<file path="config.mk">
export PLATFORM = sky130hd
export DESIGN_NAME = lesq_cnt
export DESIGN_NICKNAME = d
export VERILOG_FILES = /design/src/hw/rtl/largest_empty_square_scan_top_macros.svh /design/src/hw/rtl/lesq_pkg.sv /design/src/hw/rtl/lesq_cnt.sv
export SDC_FILE = /design/constraint.sdc
export NUM_CORES = 1
export LEC_CHECK = 0
export BUFFER_PORTS_ARGS = -buffer_cell sky130_fd_sc_hd__buf_2
export CORE_MARGIN = 2
export CORE_UTILIZATION = 54
export DETAILED_ROUTE_END_ITERATION = 10
export GPL_ROUTABILITY_DRIVEN = 0
export GPL_TIMING_DRIVEN = 0
export PLACE_DENSITY_LB_ADDON = 0.12
export SKIP_LAST_GASP = 1
export SLEW_MARGIN = 40
export SYNTH_ARGS = -nofsm -noshare
export SYNTH_HDL_FRONTEND = slang
export SYNTH_SLANG_ARGS = --single-unit
</file>
<file path="constraint.sdc">
create_clock -name clk -period 5 [get_ports clk]
set_input_delay 1 -clock clk [delete_from_list [all_inputs] [get_ports clk]]
set_output_delay 1 -clock clk [all_outputs]
set_load 0.005 [all_outputs]
</file>
<file path="src/hw/rtl/largest_empty_square_scan_top_macros.svh">
// Assertion helpers for the square scan; they expect clk and arst_n in scope.
`ifndef LARGEST_EMPTY_SQUARE_SCAN_TOP_MACROS_SVH
`define LARGEST_EMPTY_SQUARE_SCAN_TOP_MACROS_SVH

// same-cycle implication
`define LESQ_ASSERT_SAME(lbl, pre, post, msg) \
	lbl: assert property (@(posedge clk) disable iff (!arst_n) (pre) |-> (post)) \
		else $error(msg);

// next-cycle implication
`define LESQ_ASSERT_NEXT(lbl, pre, post, msg) \
	lbl: assert property (@(posedge clk) disable iff (!arst_n) (pre) |=> (post)) \
		else $error(msg);

`endif

</file>
<file path="src/hw/rtl/lesq_pkg.sv">
package lesq_pkg;

	localparam int unsigned SIZE_W    = 11;
	localparam int unsigned POS_W     = 10;
	localparam int unsigned CHAR_W    = 8;
	localparam int unsigned CFG_IDX_W = 2;

	localparam int unsigned MAX_COLS_DEF = 1024;
	localparam int unsigned MAX_ROWS_DEF = 1024;

	typedef logic [SIZE_W-1:0] size_t;
	typedef logic [POS_W-1:0]  pos_t;
	typedef logic [CHAR_W-1:0] char_t;

	localparam size_t COLS_RST = 11'd1024;
	localparam size_t ROWS_RST = 11'd1024;
	localparam char_t OBST_RST = 8'd111;

	typedef enum logic [CFG_IDX_W-1:0] {
		CFG_COLS = 2'd0,
		CFG_ROWS = 2'd1,
		CFG_OBST = 2'd2
	} cfg_idx_t;

	// per-cell control carried from the counter stage to the score stage
	typedef struct packed {
		logic blocked;  // cell matches the obstacle byte
		logic border;   // first row or first column
		logic eol;      // last cell of its row
		logic last;     // last cell of the grid
		pos_t row;
		pos_t col;
	} cell_info_t;

	// zero acts as one, values above the limit saturate
	function automatic size_t clamp_dim(size_t v, int unsigned limit);
		size_t r;
		r = v;
		if (v == '0)
			r = size_t'(1);
		else if (32'(v) > limit)
			r = size_t'(limit);
		return r;
	endfunction

endpackage

</file>
<file path="src/hw/rtl/lesq_cnt.sv">
module lesq_cnt #(
	parameter int unsigned MAX_COLS = 1024,
	parameter int unsigned MAX_ROWS = 1024
) (
	input  logic                        clk,
	input  logic                        arst_n,
	input  logic                        cell_valid,
	output logic                        cell_ready,
	input  lesq_pkg::char_t             cell_char,
	input  lesq_pkg::size_t             cols_cfg,
	input  lesq_pkg::size_t             rows_cfg,
	input  lesq_pkg::char_t             obst,
	input  logic                        s1_adv,
	output logic                        s1_valid,
	output lesq_pkg::cell_info_t        s1_info,
	output logic                        rd_en,
	output logic [$clog2(MAX_COLS)-1:0] rd_addr
);
	import lesq_pkg::*;

	localparam int unsigned AW = $clog2(MAX_COLS);

	pos_t       col_q, row_q;
	logic       s1_valid_q;
	cell_info_t info_s1;
	size_t      cols, rows, col_inc, row_inc;
	logic       accept, eol, last;

	assign cols    = clamp_dim(cols_cfg, MAX_COLS);
	assign rows    = clamp_dim(rows_cfg, MAX_ROWS);
	assign col_inc = {1'b0, col_q} + size_t'(1);
	assign row_inc = {1'b0, row_q} + size_t'(1);
	assign eol     = col_inc >= cols;
	assign last    = eol && (row_inc >= rows);

	assign cell_ready = !s1_valid_q || s1_adv;
	assign accept     = cell_valid && cell_ready;

	always_ff @(posedge clk or negedge arst_n) begin
		if (!arst_n) begin
			col_q      <= '0;
			row_q      <= '0;
			s1_valid_q <= 1'b0;
		end else begin
			if (cell_ready) begin
				s1_valid_q <= accept;
			end
			if (accept) begin
				col_q <= eol ? '0 : col_inc[POS_W-1:0];
				if (eol) begin
					row_q <= last ? '0 : row_inc[POS_W-1:0];
				end
			end
		end
	end

	always_ff @(posedge clk) begin
		if (accept) begin
			info_s1.blocked <= (cell_char == obst);
			info_s1.border  <= (row_q == '0) || (col_q == '0);
			info_s1.eol     <= eol;
			info_s1.last    <= last;
			info_s1.row     <= row_q;
			info_s1.col     <= col_q;
		end
	end

	assign s1_valid = s1_valid_q;
	assign s1_info  = info_s1;
	assign rd_en    = accept;
	assign rd_addr  = AW'(col_q);

endmodule

</file>
# [Word-level counts from Yosys, hierarchy flattened]
# Index checks and enable logic that the tools add are counted.
[op_classes] add_sub_neg=2 mul=0 div=0 magnitude_cmp=4 eq_ne=1 shifts=0 mux=6 n_bitwise=0 n_reduce_logical=10
[ops] op="$mux W11" count=4
[ops] op="$add A10 B1 Y11 const B" count=2
[ops] op="$ge A11 B11 Y1" count=2
[ops] op="$gt A11 B11 Y1 const B" count=2
[ops] op="$logic_not A11 Y1" count=2
[ops] op="$logic_not A10 Y1" count=2
[ops] op="$mux W10" count=2
[ops] op="$eq A8 B8 Y1" count=1
[ops] op="$logic_and A1 B1 Y1" count=2
[ops] op="$logic_or A1 B1 Y1" count=2
[ops] op="$reduce_and A2 Y1" count=1
[ops] op="$logic_not A1 Y1" count=1
[word_totals] reg_bits=45 latchBits=0 mem_bits_rw=0 romBits=0 in_bits=42 output_inout_bits=37 word_cells=32 memories=0

# [Logic depth before layout (Yosys ltp)]
[depth] ltp_word=6 depth_mapped=13 ltp_nobuf=12

# [Least setup slack after synthesis]
# No wires, ideal clock.
[synth_timing] path_type="input -> register" start="input port cols_cfg[6]" end="register col_q[5], in the netlist rd_addr[5]" setup_ps=76 t_arrival_ps=2613 required_time_ps=4924 setup_slack_ps=2311 path_stages=10 path_buffers=0 path_cell_list="nor4_1 -> a31oi_1 -> nor2_1 -> ha_1 -> nor2b_1 -> o21ai_1 -> a21oi_4 -> nand3_1 -> or3_1 -> o21ai_1"
[synth_via] elab_chain_cells=5 elab_cells_between_ends=6 classes_between="2 x order compare; 3 x mux; 1 x reduce/logical"
[synth_lines] item="from (decl)" line="lesq_cnt.sv:10" rtl="input lesq_pkg::size_t cols_cfg,"
[synth_lines] item="$gt A11 B11 Y1" line="lesq_pkg.sv:41" rtl="else if (32'(v) > limit)"
[synth_lines] item="$mux W11" line="lesq_pkg.sv:41"
[synth_lines] item="$mux W11 *" line="lesq_pkg.sv:39" rtl="if (v == '0)"
[synth_lines] item="$ge A11 B11 Y1 *" line="lesq_cnt.sv:33" rtl="assign eol = col_inc >= cols;"
[synth_lines] item="$mux W10 *" line="lesq_cnt.sv:49" rtl="col_q <= eol ? '0 : col_inc[POS_W-1:0];"
[synth_lines] item="to (signal assigned)" line="lesq_cnt.sv:49"
[synth_lines] item="to (decl)" line="lesq_cnt.sv:23" rtl="pos_t col_q, row_q;"
# Every way passes the cells marked *; elsewhere a longest branch is shown, timed or not.
# A chain may end at the register's enable or synchronous reset.

# [Worst setup path after layout]
[layout_timing] start="input port s1_adv" end="output port rd_en"
[layout_via] elab_chain_cells=2
[layout_lines] item="from (decl)" line="lesq_cnt.sv:13" rtl="input logic s1_adv,"
[layout_lines] item="$logic_or A1 B1 Y1" line="lesq_cnt.sv:36" rtl="assign cell_ready = !s1_valid_q || s1_adv;"
[layout_lines] item="$logic_and A1 B1 Y1" line="lesq_cnt.sv:37" rtl="assign accept = cell_valid && cell_ready;"
[layout_lines] item="to (decl)" line="lesq_cnt.sv:16" rtl="output logic rd_en,"
# No other way between the ends.

==> key figures <==
Flow run
  • Max-cap violations: 0

Synthesis
  • FF+latch count, synth: 45
  • Ys async rst share: 46.7%
  • Area leader, netlist: edfxtp_1
  • Most used DFF post-synth: edfxtp_1
  • Synth Area in Simple Gates: 20.1%
  • Dominant combinational cell family by area after synthesis: simple AND/OR/NAND/NOR gates
  • Top post-synthesis cells by area: edfxtp_1 (26%), dfrtp_1 (19%), ha_1 (12%), xnor2_1 (5.8%), nand2_1 (5.4%)
  • Synth Area per Inst: 10.3 µm²
  • Portion of netlist area occupied by mux cells: 0.367%
  • Sequential cell area fraction in the yosys report: 45.7%
  • Yosys top cell area share: 26.4%
  • Adder-cell area share of the yosys netlist: 11.9%
  • Post-synthesis compound-gate area fraction: 10.6%
  • Yosys warns: 0
  • Synth Cell Area: approximately 2700 µm²
  • Post-synth EDFFs: 24
  • Mapped Nets: 333
  • Synth unique cells: 45
  • Mapped Cells: about 270
  • Post-Synth XOR/XNOR Area: 7.66%

Routing
  • Met3 WL: 379 µm
  • Total number of vias: ~2200
  • Total wire length: 5630 µm
  • Met2 WL: about 2500 µm
  • Initial DRT Pass Iterations: 5
  • Top Layer Used: met4
  • Routed len/inst: around 13 µm
  • Antenna Violating Nets Remaining: 0
  • Post-route DRC: 0
  • Vias per cell: 5.35
  • Met1 WL: roughly 2700 µm
  • Starting DRT DRC Count: 145

Timing
  • Rel. slew slack: ~58%
  • Slew Viols, Final: 0
  • Final Critical Period: 3.06 ns
  • Final TNS setup: 0 ns
  • Fmax: 0.327 GHz
  • Least-Margin Pin Slew: 0.628 ns
  • RSZ-0062 raised after global routing: no
  • Final setup fails: 0
  • Tcrit/Tclk final: 61.2%
  • Slack of the critical path: 1.94 ns
  • Final Hold Viols: 0
  • Clk_skew: 0.0126 ns
  • Hold slack: 0.494 ns

Clock tree
  • Cts bufs inserted: 5
  • CTS sink count: between 40 and 50
  • Post_cts resized: 0
  • Hold bufs inserted after CTS: 0
  • Max clock buf depth: 2
  • Setup bufs post-CTS: 0
  • Root Buffer: clkbuf_8
  • Clock transition at path regs: 0.09 ns
  • Worst-skew pair later-pin latency: 0.30 ns
  • CTS H-tree lvls: 2
  • CTS tree: built

Layout
  • Finished Cell Area: 3340 µm²
  • Nets: 418
  • Inserted Diodes: 0
  • Final core utilization: 69.8%
  • Area growth syn-to-layout: 22.4%
  • Layout cell share with drive strength beyond 1: between 20 and 30%

Global routing
  • Global route overflow: 0
  • Largest net degree at the start of global routing: 34
  • Vias in the first global route: approximately 1900
  • GRT Total Usage: 20.9%
  • First-pass GRT wire length: 8830 µm
  • Initial antenna violation count: 0

Worst setup path
  • Crit path max fanout: 33
  • Critical Path Source Type: primary input
  • CP endpoint kind: primary output
  • WS Path Type: in2out
  • Critical path arrival: between 2 and 2.5 ns
  • Worst path required time: ~4 ns

Die
  • DIE WIDTH: 75.1 µm
  • Core area: 4790 µm²
  • I/O pin count: around 80
  • Initial Utilization: 57.0%
  • Chip height: 75.1 µm
  • Die ar.: between 5000 and 6000 µm²
  • FP Rows: 25

Pwr
  • VDD IR max: ~0.23 mV
  • Leakage: 1.56 nW
  • P per Cell Area: 447 nW/µm²

Place
  • Post-DP HPWL: around 4200 µm
  • Pre-CTS WS: 1.89 ns
  • PortBufs: 78
  • DP Area: between 3000 and 4000 µm²

Run status
  • Status: completed

Worst hold path
  • HP Class: reg2reg
-- where the power goes --
part,switching [mW],internal (mW),total [mW]
Combinational,0.328,0.254,0.582
Sequential,0.0936,0.493,0.587
Clock,0.125,0.201,0.326
-- per-stage QoR --
stage               std cells  total power, mW
floorplan                 265            0.977
detailed placement        410             1.16
CTS                       418             1.50
finish                    418             1.49
global placement          410             1.14
global route              418             1.60
-- worst max-delay path, cell delays in order --
cell and delay [ns]:
buf_2 0.07, nand2b_1 0.12, nand2_1 0.14, inv_2 0.50, buf_2 0.22
-- path summary, 6_finish.rpt --
check,from,end,slack (ns),cells after the start
max,s1_adv,rd_en,1.94,5
min,rd_addr[5],s1_info[5],0.49,0
max reg2reg,rd_addr[0],row_q[5],2.08,11
min reg2reg,rd_addr[5],s1_info[5],0.49,0
max in group asynchronous,arst_n,row_q[5],4.00,1
min in group asynchronous,arst_n,s1_valid,0.65,1
-- cell families (layout without fill, tap and decap cells) --
kind of cell | after synthesis | in the layout
multiplexers | 1 | 1
adder cells (fa/ha/maj) | 26 | 26
AND/OR/NAND/NOR | 104 | 104
buffers and inverters | 23 | 109
flip-flops | 45 | 45
AO/OA/AOI/OAI | 43 | 43
XOR/XNOR | 23 | 23
-- layout by cell type, fill, tap and decap left out, drive strengths merged, types with 2 or more instances in the layout --
cell,synthesis,layout
buf,4,82
nand2,40,40
ha,26,26
edfxtp,24,24
dfrtp,21,21
xnor2,19,19
o21ai,18,18
inv,16,17
nand3,16,16
a21oi,11,11
nor2,9,9
nand4,8,8
nor4,7,7
and3,6,6
clkbuf,1,6
xor2,4,4
nand2b,4,4
a31oi,3,3
nor2b,3,3
nand3b,3,3
nor3,3,3
and2,3,3
clkinv,2,2
a41o,2,2
o22ai,2,2
o221ai,2,2
bufinv,0,2
-- cell type report --
class	instances	area [µm²]
Buffer	5	32.5
Clock buffer	5	68.8
Clock inverter	3	68.8
Fill cell	371	1450
Inverter	18	67.6
Multi-Input combinational cell	197	1380
Sequential cell	45	1250
Tap cell	67	83.8
Timing Repair Buffer	78	390
-- sequential cells by signal (all words and copies together), names as in the netlist --
name and cells:
row_q 10, rd_addr 10, s1_info 24, s1_valid 1
-- synth_stat cells (all sizes together), types with 3 or more instances --
master  count
edfxtp     24
nand3      16
nand3b      3
buf         4
nor4        7
nor3        3
nand2      40
inv        16
and2        3
a31oi       3
and3        6
nand4       8
o21ai      18
nor2b       3
ha         26
xnor2      19
dfrtp      21
nand2b      4
a21oi      11
nor2        9
xor2        4
-- metal layers --
metal,vias up,track usage [%]
met5,-,0
met1,1020,30.7
met2,83,32.7
li1,1129,-
met3,5,2.95
met4,0,5.36
Power figures use the tool's default switching activity.
