==> src/hw/rtl/largest_empty_square_scan_top_macros.svh <==
// Assertion helpers for the square scan; they expect clk and arst_n in scope.
`ifndef LARGEST_EMPTY_SQUARE_SCAN_TOP_MACROS_SVH
`define LARGEST_EMPTY_SQUARE_SCAN_TOP_MACROS_SVH

// same-cycle implication
`define LESQ_ASSERT_SAME(lbl, pre, post, msg) \
	lbl: assert property (@(posedge clk) disable iff (!arst_n) (pre) |-> (post)) \
		else $error(msg);

// next-cycle implication
`define LESQ_ASSERT_NEXT(lbl, pre, post, msg) \
	lbl: assert property (@(posedge clk) disable iff (!arst_n) (pre) |=> (post)) \
		else $error(msg);

`endif

==> src/hw/rtl/lesq_pkg.sv <==
package lesq_pkg;

	localparam int unsigned SIZE_W    = 11;
	localparam int unsigned POS_W     = 10;
	localparam int unsigned CHAR_W    = 8;
	localparam int unsigned CFG_IDX_W = 2;

	localparam int unsigned MAX_COLS_DEF = 1024;
	localparam int unsigned MAX_ROWS_DEF = 1024;

	typedef logic [SIZE_W-1:0] size_t;
	typedef logic [POS_W-1:0]  pos_t;
	typedef logic [CHAR_W-1:0] char_t;

	localparam size_t COLS_RST = 11'd1024;
	localparam size_t ROWS_RST = 11'd1024;
	localparam char_t OBST_RST = 8'd111;

	typedef enum logic [CFG_IDX_W-1:0] {
		CFG_COLS = 2'd0,
		CFG_ROWS = 2'd1,
		CFG_OBST = 2'd2
	} cfg_idx_t;

	// per-cell control carried from the counter stage to the score stage
	typedef struct packed {
		logic blocked;  // cell matches the obstacle byte
		logic border;   // first row or first column
		logic eol;      // last cell of its row
		logic last;     // last cell of the grid
		pos_t row;
		pos_t col;
	} cell_info_t;

	// zero acts as one, values above the limit saturate
	function automatic size_t clamp_dim(size_t v, int unsigned limit);
		size_t r;
		r = v;
		if (v == '0)
			r = size_t'(1);
		else if (32'(v) > limit)
			r = size_t'(limit);
		return r;
	endfunction

endpackage

==> src/hw/rtl/lesq_score.sv <==
module lesq_score #(
	parameter int unsigned AW = 10
) (
	input  logic                 clk,
	input  logic                 arst_n,
	input  logic                 s1_valid,
	input  lesq_pkg::cell_info_t s1_info,
	input  lesq_pkg::size_t      up,
	output logic                 s1_adv,
	output logic                 wr_en,
	output logic [AW-1:0]        wr_addr,
	output lesq_pkg::size_t      wr_data,
	output logic                 out_valid,
	input  logic                 out_ready,
	output lesq_pkg::size_t      best_size,
	output lesq_pkg::pos_t       best_row,
	output lesq_pkg::pos_t       best_col
);
	import lesq_pkg::*;

	size_t            left_q, diag_q, best_size_q, out_size_q, m, score;
	pos_t             best_row_q, best_col_q, out_row_q, out_col_q;
	logic             out_valid_q, commit, better;
	logic [SIZE_W:0]  sum;

	always_comb begin
		m = left_q;
		if (up < m)
			m = up;
		if (diag_q < m)
			m = diag_q;
	end

	assign sum = {1'b0, m} + (SIZE_W+1)'(1);

	always_comb begin
		if (s1_info.blocked)
			score = '0;
		else if (s1_info.border)
			score = size_t'(1);
		else if (sum[SIZE_W])
			score = '1;
		else
			score = sum[SIZE_W-1:0];
	end

	// a grid-ending cell waits only while the result register is still full
	assign s1_adv = !(s1_info.last && out_valid_q && !out_ready);
	assign commit = s1_valid && s1_adv;
	assign better = score > best_size_q;

	always_ff @(posedge clk or negedge arst_n) begin
		if (!arst_n) begin
			left_q      <= '0;
			diag_q      <= '0;
			best_size_q <= '0;
			best_row_q  <= '0;
			best_col_q  <= '0;
			out_valid_q <= 1'b0;
		end else begin
			if (commit && s1_info.last)
				out_valid_q <= 1'b1;
			else if (out_ready)
				out_valid_q <= 1'b0;
			if (commit) begin
				left_q <= s1_info.eol ? '0 : score;
				diag_q <= s1_info.eol ? '0 : up;
				if (s1_info.last) begin
					best_size_q <= '0;
					best_row_q  <= '0;
					best_col_q  <= '0;
				end else if (better) begin
					best_size_q <= score;
					best_row_q  <= s1_info.row;
					best_col_q  <= s1_info.col;
				end
			end
		end
	end

	always_ff @(posedge clk) begin
		if (commit && s1_info.last) begin
			out_size_q <= better ? score : best_size_q;
			out_row_q  <= better ? s1_info.row : best_row_q;
			out_col_q  <= better ? s1_info.col : best_col_q;
		end
	end

	assign wr_en     = commit;
	assign wr_addr   = AW'(s1_info.col);
	assign wr_data   = score;
	assign out_valid = out_valid_q;
	assign best_size = out_size_q;
	assign best_row  = out_row_q;
	assign best_col  = out_col_q;

endmodule

==> config.mk <==
export PLATFORM = sky130hd
export DESIGN_NAME = lesq_score
export DESIGN_NICKNAME = d
export VERILOG_FILES = /design/src/hw/rtl/largest_empty_square_scan_top_macros.svh /design/src/hw/rtl/lesq_pkg.sv /design/src/hw/rtl/lesq_score.sv
export SDC_FILE = /design/constraint.sdc
export NUM_CORES = 1
export LEC_CHECK = 0
export ABC_AREA = 1
export BUFFER_PORTS_ARGS = -buffer_cell sky130_fd_sc_hd__buf_2
export CAP_MARGIN = 15
export CORE_MARGIN = 10
export CORE_UTILIZATION = 51
export CTS_CLUSTER_SIZE = 40
export DETAILED_ROUTE_END_ITERATION = 10
export PLACE_DENSITY = 0.74
export SKIP_LAST_GASP = 1
export SYNTH_ARGS = -nofsm -noshare
export SYNTH_HDL_FRONTEND = slang
export SYNTH_SLANG_ARGS = --single-unit
==> constraint.sdc <==
create_clock -name clk -period 5.6 [get_ports clk]
set_clock_uncertainty 0.2 [all_clocks]
set_input_delay 0.56 -clock clk [delete_from_list [all_inputs] [get_ports clk]]
set_output_delay 0.56 -clock clk [all_outputs]
set_load 0.05 [all_outputs]
---- Yosys cells after proc, flatten, opt, wreduce, memory -nomap -nowiden ----
Cells that the tools add are included.
storage, ports and cells
  flip-flop bits (word level) ............. 85
  input port bits ......................... 39
  output and inout port bits .............. 55
  logic and storage cells ................. 35
cells by class
  add/subtract/negate cells ............... 1
  magnitude comparators ................... 3
  multiplexer cells ....................... 15
  reduce and logical (&&, ||, !) cells .... 7
operators by type and width
  cell                                            count
  2-to-1 mux 11 bit                               9
  2-to-1 mux 10 bit                               4
  less-than comparator 11 bit                     2
  adder 11 x 1 -> 12 bit (second input constant)  1
  > comparator 11 bit                             1
  logical AND 1 bit                               4
  logical NOT 1 bit                               2
  2-to-1 mux 1 bit                                2
  nonzero test 2 bit                              1

---- Longest topological paths before layout ----
  word-level depth ........................ 11
  mapped depth ............................ 44

---- Worst setup path before layout ----
OpenSTA, ideal clock, no wires.
  kind .................................... input port to flip-flop
  start point ............................. input port up[10]
  end point ............................... register out_size_q[1], in the netlist best_size[1] (data pin)
  setup time .............................. 0.255 ns
  arrival time ............................ 5.430 ns
  setup slack ............................. -0.285 ns
  cell stages on the path ................. 30
  buffers on the path ..................... 3
  path through ............................ ha_1 > a21o_1 > nor2_1 > nand3_2 > buf_2 > o21ai_0 > inv_1 > ha_1 > a21oi_1 > o21a_1 > o221a_2 > clkbuf_1 > nand3_1 > nand2_1 > nand3_2 > inv_2 > nand3_4 > a21oi_1 > inv_1 > ha_1 > nor2_1 > a211oi_1 > o21ai_0 > nand4_1 > nand2_1 > nand2_1 > nand2_2 > buf_4 > nand3_1 > and2_1
between the ends
  longest elaborated chain between the ends .. 10
RTL lines
  what                         RTL line          text
  start, declared              lesq_score.sv:8   input lesq_pkg::size_t up,
  less-than comparator 11 bit  lesq_score.sv:28  if (up < m)
  2-to-1 mux 11 bit *          lesq_score.sv:28
  less-than comparator 11 bit  lesq_score.sv:30  if (diag_q < m)
  2-to-1 mux 11 bit *          lesq_score.sv:30
  adder 11 x 1 -> 12 bit *     lesq_score.sv:34  assign sum = {1'b0, m} + (SIZE_W+1)'(1);
  2-to-1 mux 11 bit *          lesq_score.sv:41  else if (sum[SIZE_W])
  2-to-1 mux 11 bit *          lesq_score.sv:39  else if (s1_info.border)
  2-to-1 mux 11 bit *          lesq_score.sv:37  if (s1_info.blocked)
  via wr_data[0]               lesq_score.sv:12  output lesq_pkg::size_t wr_data,
  > comparator 11 bit *        lesq_score.sv:50  assign better = score > best_size_q;
  2-to-1 mux 11 bit *          n/a
  end signal, assigned         lesq_score.sv:83  out_size_q <= better ? score : best_size_q;
  end, declared                lesq_score.sv:21  size_t left_q, diag_q, best_size_q, out_size_q, m, score;
The timed path passes the listed nets; every way through them passes the cells marked *.
A chain may end at the register's enable or synchronous reset.

---- Worst setup path in the final report ----
  start point ............................. register left_q[6]
  end point ............................... register out_size_q[7], in the netlist best_size[7] (data pin)
between the ends
  longest elaborated chain between the ends .. 10
RTL lines
  what                         RTL line          text
  start, declared              lesq_score.sv:21
  start signal, assigned       lesq_score.sv:66  left_q <= s1_info.eol ? '0 : score;
  less-than comparator 11 bit  lesq_score.sv:28
  2-to-1 mux 11 bit *          lesq_score.sv:28
  less-than comparator 11 bit  lesq_score.sv:30
  2-to-1 mux 11 bit *          lesq_score.sv:30
  adder 11 x 1 -> 12 bit *     lesq_score.sv:34
  2-to-1 mux 11 bit *          lesq_score.sv:41
  2-to-1 mux 11 bit *          lesq_score.sv:39
  2-to-1 mux 11 bit *          lesq_score.sv:37
  > comparator 11 bit          lesq_score.sv:50
  2-to-1 mux 11 bit *          n/a
Every way passes the cells marked *; elsewhere a longest branch is shown, timed or not.

==> results.cfg <==
[logic_synthesis]
yosys-top-cells-area = dfrtp_1, edfxtp_1, nand2_1
synth_edf_count = 31
avgSynthCellArea_um2 = 7.886
yosysTopAreaCell = dfrtp_1
async_flop_share_pct = 63.53
netlist-cell-type-count = 35
yosysMostFrequentCell = nand2_1
synth_top_area_share_pct = 25.92
yosys-top-cells-count = nand2_1, inv_1, nand3_1
synthCells = 661
syn-num-nets = 731
ys_ff_latch = 85
ys_warn_count = 0
ys_seq_area_share_pct = 43.78
synth_flop_cell = dfrtp_1
synthesis.area_mm2 = 0.005212

[timing]
timing.final.crit_period_ns = 5.860
max_freq_mhz = 170.6
timing.final.crit_share_pct = 104.6
hold_ws_ns = 0.1185
fin_setup_tns_ns = -11.63
tightest_slew_ns = 0.8754
slew_headroom_pct = 41.42
postLayoutSetupSlackWorst_ns = -0.2601
slew_viol_final = 0
final_hold_viol_count = 0
setup_violations = 62
rsz0062_at_grt = true

[detailed_routing]
drtPass1Iterations = 5
drt_iter0_drc = 610
remaining_drc_errors = 0
routedWlPerCell_um = 19.59
antenna_left = 0
wl_um = 19710
vias = 5651
viasPerCell = 5.617

[power]
p_per_area_mw_per_mm2 = 570.4
p_int_mw = 2.523
p_sw_mw = 2.053
p_seq_share_pct = 21.3
ir_worst_vdd_mv = 0.4365
pwr-share-clk_pct = 9.1
switching_share_pct = 44.86
p_leak_nw = 4.132
p_comb_share_pct = 69.6

[floorplanning]
die_width_um = 121.1
die_y_um = 121.1
fp-row-count = 36
initial_core_util_pct = 52.84
die-area_mm2 = 0.01466
coreArea_mm2 = 0.009864
io_pins = 94

[grt]
grt_pass1_vias = 5414
grt_max_degree = 55
grt_pass1_wl_um = 26330
antenna_found_initial = 0
grtUsageTotal_pct = 22.24
grt_overflow = 0

[worst_setup_path]
r2r_slack_ns = -0.26
slowest_delay_ns = 0.37
critical-path-slowest-cell = dfrtp_1
cp_common_cell = nand2_4
crit_path_end_kind = register
critPathMaxFanout = 7
startpoint_type = register
crit_type = reg2reg
cp_data_arrival_time_ns = 5.80
required_ns = 5.54

[clocking]
numCtsBuffers = 9
path_clk_slew_ns = 0.09
root_buffer = clkbuf_8
holdBufCountCts = 0
cts_tree = done
cts.htree.levels = 3
clock_sinks = 85
insertion_delay_ns = 0.38
cts_buffer_depth = 2

[finish]
area_growth_pct = 53.91
drive_gt1_share_pct = 50.29
antenna-diode-count = 0
num-fill-cells = 518
final_area_mm2 = 0.008023
multi_input_area_mm2 = 0.003253
register_area_mm2 = 0.002282
nets = 938

[hold_path]
hold_path.class = in2async

[placed_design]
dpl.hpwl_um = 10970
placed_cell_area_mm2 = 0.006436
numPortBuffers = 93
pre_cts_ws_ns = -0.6277
place_congestion = 0.9227

[run_status]
status = finished, violations left
violations = negative setup slack

[flow_run]
cap_violations = 0
cell type report:
type | count | area share, %
clock buffers | 11 | 1.762
multi-input cells | 426 | 40.55
well taps | 133 | 2.074
clock inverters | 5 | 0.4211
repair buffers | 231 | 21.32
inverters | 115 | 5.427
flip-flops and latches | 85 | 28.45
power groups by stage:
| stage | Sequential, mW | Combinational (mW) | Clock, mW |
|---|---|---|---|
| after CTS | 0.965 | 2.62 | 0.409 |
| final | 0.976 | 3.19 | 0.414 |
| after global placement | 0.969 | 1.81 | 0 |
| after global routing | 0.989 | 3.35 | 0.437 |
| after floorplan | 1.17 | 1.07 | 0 |
| after detailed placement | 0.974 | 1.88 | 0 |
cell families after synthesis:
| family | synth area share (%) |
|---|---|
| AO/OA/AOI/OAI | 6.265 |
| adder cells (fa/ha/maj) | 7.441 |
| buffers and inverters | 12.43 |
| flip-flops | 43.78 |
| XOR/XNOR | 0.6722 |
| AND/OR/NAND/NOR | 29.40 |
per-stage QoR:
stage               instances  utilization [%]  total power, mW
finish                   1006            81.33            4.576
global route             1006            81.33            4.781
CTS                       983            73.95            3.990
detailed placement        943            65.25            2.854
global placement          943            65.25            2.779
floorplan                 661                -            2.239
cells in the final DEF (no fill, tap or decap), types with 27 or more instances in the layout:
cell / count
edfxtp_1: 31
buf_4: 116
dfrtp_1: 54
nand2_4: 37
inv_1: 93
and2_4: 27
nand3_1: 59
nand2_1: 120
nand2_2: 32
buf_2: 93
worst max-delay path: cells and delay by family (launching register included):
family                   cells  cell delay (ns)
AND/OR/NAND/NOR             21             2.36
buffers and inverters        7             1.06
AO/OA/AOI/OAI                5             0.84
adder cells (fa/ha/maj)      3             0.75
flip-flops                   1             0.37
timing repair:
action                     CTS  global route
resized for setup          123           119
setup endpoints to repair   63            63
buffers inserted            21            23
cloned                       3             3
pin swaps                   26            49
per-layer routing:
metal	GRT usage, %	wire length, um
met5	0	0
met4	10.63	849
met3	3.955	1477
met2	39.63	10120
met1	25.09	7265
registers in the layout (all words and copies together), names as in the netlist:
| name | cells |
|---|---|
| best_size | 11 |
| best_size_q | 11 |
| diag_q | 11 |
| best_col | 10 |
| best_row_q | 10 |
| left_q | 11 |
| best_row | 10 |
| best_col_q | 10 |
| out_valid | 1 |
worst paths after layout:
| check | cells after the start | endpoint | startpoint |
|---|---|---|---|
| max | 36 | best_size[7] | left_q[6] |
| max reg2reg | 36 | best_size[7] | left_q[6] |
| min | 2 | best_row_q[7] | arst_n |
| max in group asynchronous | 2 | best_size_q[6] | arst_n |
| min in group clk | 4 | out_valid | out_ready |
| min reg2reg | 2 | best_col_q[3] | best_col_q[3] |
No activity file was read; power rests on OpenSTA's default activity.
